$ cat src/hw/rtl/abb_pkg.sv
// Shared types, constants and arithmetic helpers for the ARGB4444 blend blit engine.
package abb_pkg;

  // Largest rectangle side in pixels
  localparam int MAX_DIM = 1024;

  localparam int PosW     = $clog2(MAX_DIM);  // column / line counter width
  localparam int DimW     = 11;               // size and stride register width
  localparam int OrgW     = 10;               // origin register width
  localparam int IdxW     = 21;               // word index width
  localparam int PixW     = 16;
  localparam int CfgIdxW  = 4;
  localparam int CfgDataW = DimW;

  // Division by 15 as multiply by reciprocal: exact for x below 4681
  localparam int Div15Mul   = 2185;
  localparam int Div15Shift = 15;

  typedef enum logic [CfgIdxW-1:0] {
    CFG_RECT_WIDTH  = 4'd0,
    CFG_RECT_HEIGHT = 4'd1,
    CFG_DEST_STRIDE = 4'd2,
    CFG_DEST_LEFT   = 4'd3,
    CFG_DEST_TOP    = 4'd4,
    CFG_SRC_STRIDE  = 4'd5,
    CFG_SRC_LEFT    = 4'd6,
    CFG_SRC_TOP     = 4'd7
  } cfg_reg_e;

  typedef struct packed {
    logic [DimW-1:0] rect_width;
    logic [DimW-1:0] rect_height;
    logic [DimW-1:0] dest_stride;
    logic [OrgW-1:0] dest_left;
    logic [OrgW-1:0] dest_top;
    logic [DimW-1:0] src_stride;
    logic [OrgW-1:0] src_left;
    logic [OrgW-1:0] src_top;
  } cfg_t;

  typedef struct packed {
    logic [PixW-1:0] src_pixel;
    logic [PixW-1:0] dest_pixel;
  } in_t;

  typedef struct packed {
    logic [PixW-1:0] blended_pixel;
    logic [IdxW-1:0] dest_index;
    logic [IdxW-1:0] src_index;
    logic            last_pixel;
  } out_t;

  // Scan position of one pixel
  typedef struct packed {
    logic [PosW-1:0] col;
    logic [PosW-1:0] line;
    logic            last;
  } pos_t;

  // Zero acts as one, oversize acts as MAX_DIM
  function automatic logic [DimW-1:0] clamp_dim(input logic [DimW-1:0] v);
    logic [DimW-1:0] r;
    if (v == '0) begin
      r = DimW'(1);
    end else if (v > DimW'(MAX_DIM)) begin
      r = DimW'(MAX_DIM);
    end else begin
      r = v;
    end
    return r;
  endfunction

  // Truncating divide by 15 for sums up to 1845
  function automatic logic [6:0] div15(input logic [10:0] x);
    logic [22:0] prod;
    prod = 23'(x) * 23'(Div15Mul);
    return prod[Div15Shift+6:Div15Shift];
  endfunction

endpackage

$ cat src/hw/rtl/argb4444_blend_blit_top.sv
// Top level of the ARGB4444-over-RGB565 blend blit engine.
// Pipeline: input register, then result register.
// Throughput: one pixel per cycle; the input side stalls only while the result is stalled.
// Reset clears both pipeline valids and the scan counters, and loads
// sizes and strides with 1 and origins with 0.
module argb4444_blend_blit_top
  import abb_pkg::*;
(
  input  logic                clk_i,
  input  logic                rst_ni,
  input  logic                cfg_we_i,
  input  logic [CfgIdxW-1:0]  cfg_index_i,
  input  logic [CfgDataW-1:0] cfg_wdata_i,
  input  logic                in_valid_i,
  output logic                in_stall_o,
  input  in_t                 in_data_i,
  output logic                out_valid_o,
  input  logic                out_stall_i,
  output out_t                out_data_o
);

  cfg_t cfg;
  pos_t pos;

  logic in_xfer, s2_load;
  logic s1_valid_q, s1_valid_d;
  logic s2_valid_q, s2_valid_d;
  in_t  s1_data_q;
  pos_t s1_pos_q;
  out_t s2_data_q, s2_data_d;

  logic [PixW-1:0]   blend_pix;
  logic [DimW-1:0]   dest_row, src_row;
  logic [2*DimW:0]   dest_sum, src_sum;

  abb_cfg_regs u_cfg (
    .clk_i,
    .rst_ni,
    .cfg_we_i,
    .cfg_index_i,
    .cfg_wdata_i,
    .cfg_o (cfg)
  );

  abb_scan_ctr u_scan (
    .clk_i,
    .rst_ni,
    .cfg_i (cfg),
    .adv_i (in_xfer),
    .pos_o (pos)
  );

  // Pipeline flow control
  assign s2_load    = s1_valid_q && (!s2_valid_q || !out_stall_i);
  assign in_stall_o = s1_valid_q && !s2_load;
  assign in_xfer    = in_valid_i && !in_stall_o;

  always_comb begin
    s1_valid_d = s1_valid_q;
    if (in_xfer) begin
      s1_valid_d = 1'b1;
    end else if (s2_load) begin
      s1_valid_d = 1'b0;
    end
    s2_valid_d = s2_valid_q;
    if (s2_load) begin
      s2_valid_d = 1'b1;
    end else if (!out_stall_i) begin
      s2_valid_d = 1'b0;
    end
  end

  // Result stage: blend and word indices
  abb_blend u_blend (
    .pix_i (s1_data_q),
    .pix_o (blend_pix)
  );

  assign dest_row = DimW'(cfg.dest_top) + DimW'(s1_pos_q.line);
  assign src_row  = DimW'(cfg.src_top) + DimW'(s1_pos_q.line);
  assign dest_sum = (2*DimW+1)'(dest_row) * (2*DimW+1)'(cfg.dest_stride)
                  + (2*DimW+1)'(cfg.dest_left) + (2*DimW+1)'(s1_pos_q.col);
  assign src_sum  = (2*DimW+1)'(src_row) * (2*DimW+1)'(cfg.src_stride)
                  + (2*DimW+1)'(cfg.src_left) + (2*DimW+1)'(s1_pos_q.col);

  always_comb begin
    s2_data_d.blended_pixel = blend_pix;
    s2_data_d.dest_index    = dest_sum[IdxW-1:0];
    s2_data_d.src_index     = src_sum[IdxW-1:0];
    s2_data_d.last_pixel    = s1_pos_q.last;
  end

  // Control registers
  always_ff @(posedge clk_i or negedge rst_ni) begin
    if (!rst_ni) begin
      s1_valid_q <= 1'b0;
      s2_valid_q <= 1'b0;
    end else begin
      s1_valid_q <= s1_valid_d;
      s2_valid_q <= s2_valid_d;
    end
  end

  // Payload registers
  always_ff @(posedge clk_i) begin
    if (in_xfer) begin
      s1_data_q <= in_data_i;
      s1_pos_q  <= pos;
    end
    if (s2_load) begin
      s2_data_q <= s2_data_d;
    end
  end

  assign out_valid_o = s2_valid_q;
  assign out_data_o  = s2_data_q;

`ifndef ASSERT_OFF
  // Input side only stalls while the input register holds a pixel
  a_stall_needs_s1: assert property (@(posedge clk_i) disable iff (!rst_ni)
    in_stall_o |-> s1_valid_q)
    else $error("input stalled with empty input register");

  // A transferred pixel lands in the input register
  a_xfer_fills_s1: assert property (@(posedge clk_i) disable iff (!rst_ni)
    in_xfer |=> s1_valid_q)
    else $error("transferred pixel lost");

  // Both stages full and output stalled: input must stall
  a_full_back_pressure: assert property (@(posedge clk_i) disable iff (!rst_ni)
    (s1_valid_q && s2_valid_q && out_stall_i) |-> in_stall_o)
    else $error("pipeline overrun");

  // Result register only drops after its transfer
  a_s2_hold: assert property (@(posedge clk_i) disable iff (!rst_ni)
    (s2_valid_q && out_stall_i) |=> s2_valid_q)
    else $error("stalled result dropped");
`endif

endmodule

$ cat src/hw/rtl/abb_cfg_regs.sv
// Configuration register file of the blend blit engine.
module abb_cfg_regs
  import abb_pkg::*;
(
  input  logic                clk_i,
  input  logic                rst_ni,
  input  logic                cfg_we_i,
  input  logic [CfgIdxW-1:0]  cfg_index_i,
  input  logic [CfgDataW-1:0] cfg_wdata_i,
  output cfg_t                cfg_o
);

  cfg_t cfg_q, cfg_d;

  // Decode the write; unknown indices leave everything alone
  always_comb begin
    cfg_d = cfg_q;
    if (cfg_we_i) begin
      unique case (cfg_reg_e'(cfg_index_i))
        CFG_RECT_WIDTH:  cfg_d.rect_width  = cfg_wdata_i;
        CFG_RECT_HEIGHT: cfg_d.rect_height = cfg_wdata_i;
        CFG_DEST_STRIDE: cfg_d.dest_stride = cfg_wdata_i;
        CFG_DEST_LEFT:   cfg_d.dest_left   = cfg_wdata_i[OrgW-1:0];
        CFG_DEST_TOP:    cfg_d.dest_top    = cfg_wdata_i[OrgW-1:0];
        CFG_SRC_STRIDE:  cfg_d.src_stride  = cfg_wdata_i;
        CFG_SRC_LEFT:    cfg_d.src_left    = cfg_wdata_i[OrgW-1:0];
        CFG_SRC_TOP:     cfg_d.src_top     = cfg_wdata_i[OrgW-1:0];
        default: ;
      endcase
    end
  end

  always_ff @(posedge clk_i or negedge rst_ni) begin
    if (!rst_ni) begin
      cfg_q.rect_width  <= DimW'(1);
      cfg_q.rect_height <= DimW'(1);
      cfg_q.dest_stride <= DimW'(1);
      cfg_q.dest_left   <= '0;
      cfg_q.dest_top    <= '0;
      cfg_q.src_stride  <= DimW'(1);
      cfg_q.src_left    <= '0;
      cfg_q.src_top     <= '0;
    end else begin
      cfg_q <= cfg_d;
    end
  end

  assign cfg_o = cfg_q;

endmodule

$ cat src/hw/rtl/abb_scan_ctr.sv
// Row-major column and line counters over the blit rectangle.
module abb_scan_ctr
  import abb_pkg::*;
(
  input  logic clk_i,
  input  logic rst_ni,
  input  cfg_t cfg_i,
  input  logic adv_i,   // one pixel transferred in
  output pos_t pos_o    // position of the pixel being transferred
);

  logic [PosW-1:0] col_q, col_d;
  logic [PosW-1:0] line_q, line_d;
  logic [DimW-1:0] last_col, last_line;
  logic            col_end, line_end;

  // At or beyond the last column/line counts as at it (size may shrink)
  assign last_col  = clamp_dim(cfg_i.rect_width) - DimW'(1);
  assign last_line = clamp_dim(cfg_i.rect_height) - DimW'(1);
  assign col_end   = DimW'(col_q) >= last_col;
  assign line_end  = DimW'(line_q) >= last_line;

  always_comb begin
    col_d  = col_q;
    line_d = line_q;
    if (adv_i) begin
      if (col_end) begin
        col_d  = '0;
        line_d = line_end ? '0 : line_q + PosW'(1);
      end else begin
        col_d = col_q + PosW'(1);
      end
    end
  end

  always_ff @(posedge clk_i or negedge rst_ni) begin
    if (!rst_ni) begin
      col_q  <= '0;
      line_q <= '0;
    end else begin
      col_q  <= col_d;
      line_q <= line_d;
    end
  end

  assign pos_o.col  = col_q;
  assign pos_o.line = line_q;
  assign pos_o.last = col_end && line_end;

endmodule

$ cat src/hw/rtl/abb_blend.sv
// ARGB4444 over RGB565 per-channel alpha blend, combinational.
module abb_blend
  import abb_pkg::*;
(
  input  in_t             pix_i,
  output logic [PixW-1:0] pix_o
);

  logic [3:0]  alpha, inv_alpha;
  logic [4:0]  src_r, src_b, dst_r, dst_b;
  logic [5:0]  src_g, dst_g;
  logic [10:0] sum_r, sum_g, sum_b;
  logic [6:0]  res_r, res_g, res_b;

  // Unpack; source widened by a plain shift
  assign alpha     = pix_i.src_pixel[15:12];
  assign inv_alpha = 4'hf - alpha;
  assign src_r     = {pix_i.src_pixel[11:8], 1'b0};
  assign src_g     = {pix_i.src_pixel[7:4], 2'b00};
  assign src_b     = {pix_i.src_pixel[3:0], 1'b0};
  assign dst_r     = pix_i.dest_pixel[15:11];
  assign dst_g     = pix_i.dest_pixel[10:5];
  assign dst_b     = pix_i.dest_pixel[4:0];

  // Weighted sums, then truncating divide by 15
  assign sum_r = 11'(src_r) * 11'(alpha) + 11'(dst_r) * 11'(inv_alpha);
  assign sum_g = 11'(src_g) * 11'(alpha) + 11'(dst_g) * 11'(inv_alpha);
  assign sum_b = 11'(src_b) * 11'(alpha) + 11'(dst_b) * 11'(inv_alpha);

  assign res_r = div15(sum_r);
  assign res_g = div15(sum_g);
  assign res_b = div15(sum_b);

  assign pix_o = {res_r[4:0], res_g[5:0], res_b[4:0]};

endmodule

$ cat config.mk
export PLATFORM = sky130hd
export DESIGN_NAME = argb4444_blend_blit_top
export DESIGN_NICKNAME = d
export VERILOG_FILES = /design/src/hw/rtl/abb_pkg.sv /design/src/hw/rtl/argb4444_blend_blit_top.sv /design/src/hw/rtl/abb_cfg_regs.sv /design/src/hw/rtl/abb_scan_ctr.sv /design/src/hw/rtl/abb_blend.sv
export SDC_FILE = /design/constraint.sdc
export NUM_CORES = 1
export LEC_CHECK = 0
export BUFFER_PORTS_ARGS = -buffer_cell sky130_fd_sc_hd__buf_2
export CORE_UTILIZATION = 60
export DETAILED_ROUTE_END_ITERATION = 7
export GPL_ROUTABILITY_DRIVEN = 0
export GPL_TIMING_DRIVEN = 0
export PLACE_DENSITY = 0.9
export SETUP_SLACK_MARGIN = 0.15
export SLEW_MARGIN = 15
export SYNTH_ARGS = -nofsm -noshare
export SYNTH_HDL_FRONTEND = slang
export SYNTH_SLANG_ARGS = --single-unit
$ cat constraint.sdc
create_clock -name clk_i -period 10.2 [get_ports clk_i]
set_clock_uncertainty 0.05 [all_clocks]
set_input_delay 0.51 -clock clk_i [delete_from_list [all_inputs] [get_ports clk_i]]
set_output_delay 0.51 -clock clk_i [all_outputs]
set_load 0.03 [all_outputs]
==> impl_metrics.yaml, run 1 <==
clocking:
  clk_path_buf_depth: 3
  tritoncts.num_buffers: 28
  path_clk_slew_ns: 0.06
  htreeDepth: 1
  tritoncts: "built"
  clock_latency_ns: 0.60
  cts_setup_buffers: 0
  cts-root-buf: "clkbuf_16"
  cts_sinks: 218
  cts_resized: 0
critical_path:
  critical_path.startpoint: "s1_data_q[29]"
  reg2reg_depth: 32
  reg2reg_slack_ns: 1.95
  slowest_delay_ns: 0.70
  crit_top_cell: "inv_1"
  worstSetupStartpointType: "register"
  arrival_ns: 8.50
  critPathRequiredTime_ns: 10.45
  cp-end-kind: "register"
  crit_type: "register to register"
  critPathMaxFanout: 10
  reg2reg_to: "out_data_o[58]"
  cp_slowest_cell: "edfxtp_1"
  endpoint: "out_data_o[58]"
  r2r-start: "s1_data_q[29]"
sta:
  fmaxAchievable_ghz: 0.121
  finalSetupTns_ns: 0
  relSlewSlack_pct: 37.9
  hold_viol_final: 0
  grt_setup_unrepaired: "false"
  fin_crit_sh_pct: 80.9
  setup_viol: 0
  worstMarginPinSlew_ns: 0.928
  drv_slew: 0
  period_minus_slack_ns: 8.25
final_layout:
  instances_no_fill: 3077
  drive_gt1_share_pct: 10.6
  final_nets: 3222
  fillCellCount: 2754
  syn2layout_area_growth_pct: 9.88
  finalInstanceArea_mm2: 0.0269
synth:
  post-synth-top-count-cell: "inv_1"
  synth-main-ff-cell: "edfxtp_1"
  synth-edff-count: 112
  ys.warnings.count: 0
  postSynth.asyncResetShare_pct: 48.6
  synth_top_cell_by_area: "fa_1"
  synth_area_leaders: "fa_1, ha_1, edfxtp_1"
  synth.avg_cell_area_um2: 10.3
  netlist-cell-type-count: 68
  ys_top_cells_by_count: "inv_1, ha_1, fa_1"
  synthesis.nets: 3074
  seq_area_frac_synth_pct: 24.6
  ys_seq_elements: 218
  yosys.area.top_type_share_pct: 22.4
  synth_cells: 2381
  synth_area_mm2: 0.0245
place:
  placed_area_mm2: 0.0259
  dp.cells: 3023
  numPortBuffers: 112
  hpwl_um: 42700
global_routing:
  grt.met1_usage_pct: 32.8
  grt_pass1_vias: 19323
  grt_usage_pct: 27.9
  gr-usage-met3_pct: 4.13
  grt_max_degree: 60
  grt.busiest_layer: "met2"
  grt_overflow_total: 0
  antenna_found_initial: 2
  grt_pass1_wl_um: 93100
  met2_usage_pct: 50.6
route:
  antenna_left: 0
  drc_errors: 0
  wl_per_cell_um: 18.0
  viasPerCell: 5.77
  drt-initial-drc-count: 926
  wirelength_um: 55300
  vias: 17747
  firstDrtPassIters: 5
job:
  drv_cap: 0
floorplanning:
  start_util_pct: 61.2
  io_pins: 113
  dieArea_mm2: 0.0416
  fp.dieW_um: 204
  fp-row-count: 73
  die_h_um: 204
  core_area_mm2: 0.0400
min_path:
  whs_path_depth: 2
  worstHoldPathType: "primary input to register"
outcome:
  outcome: "completed"
## timing repair
item	in CTS	in global routing
endpoints found under the hold margin	46	0
endpoints found under the setup margin	0	0
hold buffers	1	0
## area by class of cell
class	count	area (um2)	area share, %
antenna	1	2.50	0.00930
tap	525	657	2.44
clock inverter	21	308	1.14
buffer	66	259	0.962
clock buffer	31	732	2.72
sequential	218	6020	22.4
timing repair buffer	118	707	2.63
inverter	384	1440	5.36
multi-input combinational	1713	16800	62.4
## kinds of logic after synthesis
| logic type | after synthesis | synth area share, % |
|---|---|---|
| buf+inv | 450 | 6.94 |
| compound gates | 271 | 7.07 |
| simple gates | 609 | 12.6 |
| flops | 218 | 24.6 |
| mux | 83 | 3.81 |
| xor+xnor | 109 | 3.90 |
| fa+ha+maj | 641 | 41.1 |
## through the flow
step / worst slack (ns) / utilization (%) / hold slack (ns)
4_1_cts: 2.03 / 67.3 / 0.0434
2_1_floorplan: 2.99 / - / 0.164
3_5_place_dp: 2.06 / 64.6 / 0.394
3_3_place_gp: 1.49 / 64.3 / 0.408
5_1_grt: 1.48 / 67.3 / 0.0541
6_report: 1.95 / 67.3 / 0.0646
## routing by layer
metal | share of wire (%) | up-vias
met5 | 0 | -
met4 | 4.3 | 0
met3 | 7.1 | 176
met2 | 51 | 678
met1 | 37 | 8795
li1 | - | 8098
## worst min-delay path by stage
stage | start | to
final | in_valid_i | s1_valid_q
after global routing | in_data_i[26] | s1_data_q[26]
after CTS | in_valid_i | s1_valid_q
after detailed placement | s1_pos_q[0] | out_data_o[0]
after global placement | s1_valid_q | out_valid_o
after floorplan | rst_ni | out_valid_o
## cells in the final DEF, fill, tap and decap left out, types with 65 or more instances in the layout
| master | count |
|---|---|
| dfrtp_1 | 102 |
| a21oi_1 | 78 |
| inv_1 | 381 |
| buf_2 | 111 |
| nor2_1 | 82 |
| ha_1 | 367 |
| mux2_2 | 82 |
| nand2_1 | 211 |
| clkbuf_1 | 65 |
| xnor2_1 | 79 |
| and2_1 | 132 |
| edfxtp_1 | 112 |
| fa_1 | 274 |
## critical path, delay by kind of cell, from the launching register on
family                   cells  cell delay [ns]
adder cells (fa/ha/maj)     10             3.97
AO/OA/AOI/OAI                6             1.49
buffers and inverters        8             0.78
flip-flops                   1             0.70
AND/OR/NAND/NOR              6             0.65
XOR/XNOR                     2             0.32
## sequential cells by signal, indices dropped and copies added (netlist names)
name,flops
s1_pos_q,21
out_data_o,59
s1_data_q,32
u_scan.col_q,10
u_cfg.cfg_o,84
out_valid_o,1
s1_valid_q,1
u_scan.line_q,10
Power of run 1 is left out: the tool's default activity adds up to more than one toggle a clock period on the data nets, which glitch-free logic cannot reach.
==> inputs of run 2 (changes only) <==
--- a/config.mk
+++ b/config.mk
@@ -6,11 +6,11 @@
 export NUM_CORES = 1
 export LEC_CHECK = 0
 export BUFFER_PORTS_ARGS = -buffer_cell sky130_fd_sc_hd__buf_2
-export CORE_UTILIZATION = 60
+export CORE_UTILIZATION = 58
 export DETAILED_ROUTE_END_ITERATION = 7
 export GPL_ROUTABILITY_DRIVEN = 0
 export GPL_TIMING_DRIVEN = 0
-export PLACE_DENSITY = 0.9
+export PLACE_DENSITY = 0.91
 export SETUP_SLACK_MARGIN = 0.15
 export SLEW_MARGIN = 15
 export SYNTH_ARGS = -nofsm -noshare
==> constraint.sdc (replaced) <==
create_clock -name clk_i -period 7.04 [get_ports clk_i]
set_clock_uncertainty 0.05 [all_clocks]
set_input_delay 0.352 -clock clk_i [delete_from_list [all_inputs] [get_ports clk_i]]
set_output_delay 0.352 -clock clk_i [all_outputs]
set_load 0.03 [all_outputs]
==> run 2 against run 1 <==
  * The run now ends with setup timing left
  * Critical path depth fell by 4
  * Die area rose by 3.4%
  * Via count up 10%
  * Global-route usage grew 1.8 points
  * Critical path type unchanged
==> impl_metrics.yaml, run 2 (synthesized netlist as in run 1, its figures left out) <==
min_path:
  worstHoldPathType: "primary input to register"
sta:
  fmaxAchievable_ghz: 0.128
  period_minus_slack_ns: 7.80
  hold_viol_final: 0
  setup_viol: 16
  holdWs_ns: 0.0624
  relSlewSlack_pct: 36.4
  finalWorstSetupSlack_ns: -0.764
  grt_setup_unrepaired: "true"
  drv_slew: 0
  fin_crit_sh_pct: 111
  worstMarginPinSlew_ns: 0.950
floorplanning:
  start_util_pct: 59.4
  die_h_um: 207
  fp-row-count: 74
  core_area_mm2: 0.0412
  fp.dieW_um: 207
  dieArea_mm2: 0.0431
  io_pins: 113
final_layout:
  instances_no_fill: 3186
  final_nets: 3327
  layout_commonest_cell: "inv_1"
  drive_gt1_share_pct: 20.7
  final_cell_mix: "inv_1, ha_1, fa_1"
  utilization_pct: 70.3
  largest_register_ff_count: 84
  syn2layout_area_growth_pct: 18.3
route:
  wirelength_um: 69400
  vias: 19567
  wl_per_cell_um: 21.8
  viasPerCell: 6.14
  drt-initial-drc-count: 1612
  drc_errors: 0
  antenna_left: 0
  firstDrtPassIters: 6
critical_path:
  cp-end-kind: "register"
  arrival_ns: 8.08
  crit_type: "register to register"
  cp_slowest_cell: "edfxtp_1"
  critPathMaxFanout: 10
  worstSetupStartpointType: "register"
  slowest_delay_ns: 0.73
  critPathRequiredTime_ns: 7.31
  crit_top_cell: "fa_1"
clocking:
  path_clk_slew_ns: 0.07
  clk_path_buf_depth: 3
  cts_sinks: 218
  clock_latency_ns: 0.60
  htreeDepth: 1
  cts-root-buf: "clkbuf_16"
  tritoncts.num_buffers: 26
  tritoncts: "built"
global_routing:
  grt_pass1_vias: 20547
  grt_pass1_wl_um: 102000
  antenna_found_initial: 3
  grt_overflow_total: 0
  grt_max_degree: 68
  grt_usage_pct: 29.7
place:
  hpwl_um: 43600
  numPortBuffers: 112
  dp.cells: 3030
outcome:
  violations: "setup timing"
  outcome: "complete, but fails checks"
job:
  drv_cap: 0
run 2: cell count changes in the layout (fill, tap and decap cells not counted), moves of 13 or more:
cell / previous run / this run
o21ai_0: 56 / 42
a21oi_1: 78 / 44
ha_4: 0 / 34
a21oi_2: 0 / 28
xnor2_1: 79 / 65
clkbuf_1: 65 / 49
dlygate4sd3_1: 1 / 35
buf_4: 1 / 72
xnor2_2: 0 / 14
buf_6: 2 / 15
inv_2: 1 / 33
inv_1: 381 / 349
ha_1: 367 / 325
run 2: critical path: cells and delay by family, from the launching register on:
kind	cells	cell delay (ns)
adders and majority gates	8	3.05
xor gates and xnor gates	2	0.38
AOI/OAI and AO/OA	8	1.46
buffers and inverters	7	1.18
DFF	1	0.73
and+or+nand+nor	3	0.71
run 2: timing repair:
action,in CTS,in global routing
endpoints found under the setup margin,32,31
hold endpoints to repair,73,0
setup buffers,30,44
gates resized for setup,121,184
hold buffers,35,0
pin swaps,57,131
run 2: area by class of cell:
cell class	instances	area (um2)
fill	2517	12200
clock inverter	14	191
multi-input combinational	1713	18000
clock buffer	33	708
sequential	218	6020
buffer	65	338
antenna	1	2.50
tap	532	666
inverter	384	1440
timing repair buffer	226	1650
run 2: layer usage:
layer,global-route usage (%),wire (um),vias to the layer above
li1,-,-,8313
met1,33.4,23700,9619
met2,52.4,34300,1208
met3,6.01,6340,425
met4,17.3,5070,2
met5,0,17,-
run 2: worst paths after layout:
check | startpoint | endpoint | slack, ns | cells after the start
hold / removal | cfg_wdata_i[10] | u_cfg.cfg_o[30] | 0.06 | 2
hold reg to reg | s1_pos_q[0] | out_data_o[0] | 0.44 | 0
max in group asynchronous | rst_ni | u_cfg.cfg_o[51] | 6.06 | 3
setup reg to reg | s1_data_q[28] | out_data_o[58] | -0.76 | 28
min in group asynchronous | rst_ni | u_cfg.cfg_o[30] | 0.18 | 2
setup / recovery | s1_data_q[28] | out_data_o[58] | -0.76 | 28
run 2: stage by stage:
stage | TNS, ns | cell area, um2 | setup slack, ns
after floorplan | 0 | 24600 | 0.169
final | -6.41 | 29000 | -0.764
after detailed placement | -10.47 | 25900 | -0.800
after global routing | -8.63 | 29000 | -0.875
after global placement | -97.10 | 25800 | -1.57
after CTS | -0.983 | 27900 | -0.192
Power of run 2 is left out for the same reason.
==> inputs of run 3 (changes only) <==
--- a/config.mk
+++ b/config.mk
@@ -10,7 +10,7 @@
 export DETAILED_ROUTE_END_ITERATION = 7
 export GPL_ROUTABILITY_DRIVEN = 0
 export GPL_TIMING_DRIVEN = 0
-export PLACE_DENSITY = 0.91
+export PLACE_DENSITY = 0.79
 export SETUP_SLACK_MARGIN = 0.15
 export SLEW_MARGIN = 15
 export SYNTH_ARGS = -nofsm -noshare
==> run 3 against run 2 <==
  * The flow still finishes with violations (setup timing)
  * Fmax rose by 7.4%
  * Cell count is 0.19% lower
  * Design area is 0.78% lower
  * Die area unchanged
  * Critical endpoint unchanged
==> impl_metrics.yaml, run 3 (synthesized netlist as in run 1, its figures left out) <==
outcome:
  violations: "setup timing"
  outcome: "complete, but fails checks"
floorplanning:
  die_h_um: 207
  fp-row-count: 74
  io_pins: 113
  core_area_mm2: 0.0412
  fp.dieW_um: 207
  start_util_pct: 59.4
  dieArea_mm2: 0.0431
critical_path:
  worstSetupStartpointType: "register"
  cp-end-kind: "register"
  critPathMaxFanout: 4
  crit_top_cell: "inv_2"
  slowest_delay_ns: 0.54
  reg2reg_slack_ns: -0.22
  reg2reg_to: "out_data_o[58]"
  crit_type: "register to register"
  reg2reg_depth: 34
  r2r-start: "s1_data_q[30]"
  cp_slowest_cell: "fa_2"
  critPathRequiredTime_ns: 7.32
  arrival_ns: 7.55
sta:
  fin_crit_sh_pct: 103
  fmaxAchievable_ghz: 0.138
  grt_setup_unrepaired: "true"
  drv_slew: 0
  period_minus_slack_ns: 7.26
  setup_viol: 7
  hold_viol_final: 0
  finalWorstSetupSlack_ns: -0.223
  relSlewSlack_pct: 38.1
  worstMarginPinSlew_ns: 0.926
final_layout:
  fillCellCount: 2784
  final_cell_mix: "inv_1, ha_1, fa_1"
  largest_register_ff_count: 84
  finalInstanceArea_mm2: 0.0288
  syn2layout_area_growth_pct: 17.4
  drive_gt1_share_pct: 19.3
  final_nets: 3318
  layout_commonest_cell: "inv_1"
min_path:
  min_to: "u_cfg.cfg_o[72]"
  hp-start: "cfg_wdata_i[10]"
  worstHoldPathType: "primary input to register"
  whs_path_depth: 2
clocking:
  htreeDepth: 1
  cts_sinks: 218
  tritoncts: "built"
  cts-root-buf: "clkbuf_16"
  path_clk_slew_ns: 0.06
  clock_latency_ns: 0.60
  clk_path_buf_depth: 3
  tritoncts.num_buffers: 28
route:
  wl_per_cell_um: 18.0
  firstDrtPassIters: 5
  vias: 18075
  wirelength_um: 57300
  antenna_left: 0
  drt-initial-drc-count: 1037
  drc_errors: 0
  viasPerCell: 5.68
global_routing:
  grt_pass1_vias: 19341
  grt_max_degree: 63
  grt_usage_pct: 26.9
  grt_overflow_total: 0
  antenna_found_initial: 1
  grt_pass1_wl_um: 93700
place:
  numPortBuffers: 112
  hpwl_um: 42000
  placed_area_mm2: 0.0259
job:
  drv_cap: 0
-- run 3: worst max-delay path by stage --
stage	startpoint	to	slack, ns
after global routing	s1_data_q[30]	out_data_o[58]	-0.50
after detailed placement	s1_data_q[29]	out_data_o[51]	-0.75
after CTS	s1_data_q[29]	out_data_o[51]	-0.06
after floorplan	s1_data_q[29]	out_data_o[51]	0.17
after global placement	out_stall_i	out_data_o[58]	-1.43
final	s1_data_q[30]	out_data_o[58]	-0.22
-- run 3: metal layers --
metal	track usage, %	vias up	wire (um)	share of wire [%]
met5	0	-	0	0
li1	-	8308	-	-
met2	49.2	578	29800	52
met1	32.2	9050	22200	39
met3	3.59	139	3190	5.6
met4	9.57	0	2140	3.7
-- run 3: cell type report --
type                       count  area, um2  share of cell area [%]
clock buffer                  35        747                    2.60
tap                          532        666                    2.32
timing repair buffer         214       1510                    5.24
sequential                   218       6020                    20.9
antenna                        1       2.50                 0.00870
multi-input combinational   1713      17800                    61.8
inverter                     384       1440                    5.02
clock inverter                17        259                   0.901
buffer                        66        349                    1.21
-- run 3: metrics by stage --
| stage | hold WS [ns] | instances | utilization (%) | TNS, ns | setup slack, ns |
|---|---|---|---|---|---|
| final | 0.0902 | 3180 | 69.8 | -0.634 | -0.223 |
| after global routing | 0.0657 | 3180 | 69.8 | -3.77 | -0.495 |
| after global placement | 0.391 | 3025 | 62.6 | -89.20 | -1.43 |
| after detailed placement | 0.260 | 3029 | 62.9 | -9.50 | -0.753 |
| after floorplan | 0.00641 | 2381 | - | 0 | 0.169 |
| after CTS | 0.0525 | 3153 | 67.9 | -0.114 | -0.0648 |
-- run 3: what timing repair did --
item,4_1_cts,5_1_grt
buffers inserted,35,26
gates resized for setup,103,144
endpoints found under the hold margin,78,0
cloned,2,0
pin swaps,36,92
endpoints found under the setup margin,31,31
hold buffers,35,0
-- run 3: worst max-delay path, delay by kind of cell, from the launching register on --
kind	cells	cell delay, ns
buf+inv	9	0.75
compound gates	6	1.10
simple gates	6	0.69
flops	1	0.49
fa+ha+maj	11	3.54
xor+xnor	2	0.37
Power of run 3 is left out for the same reason.
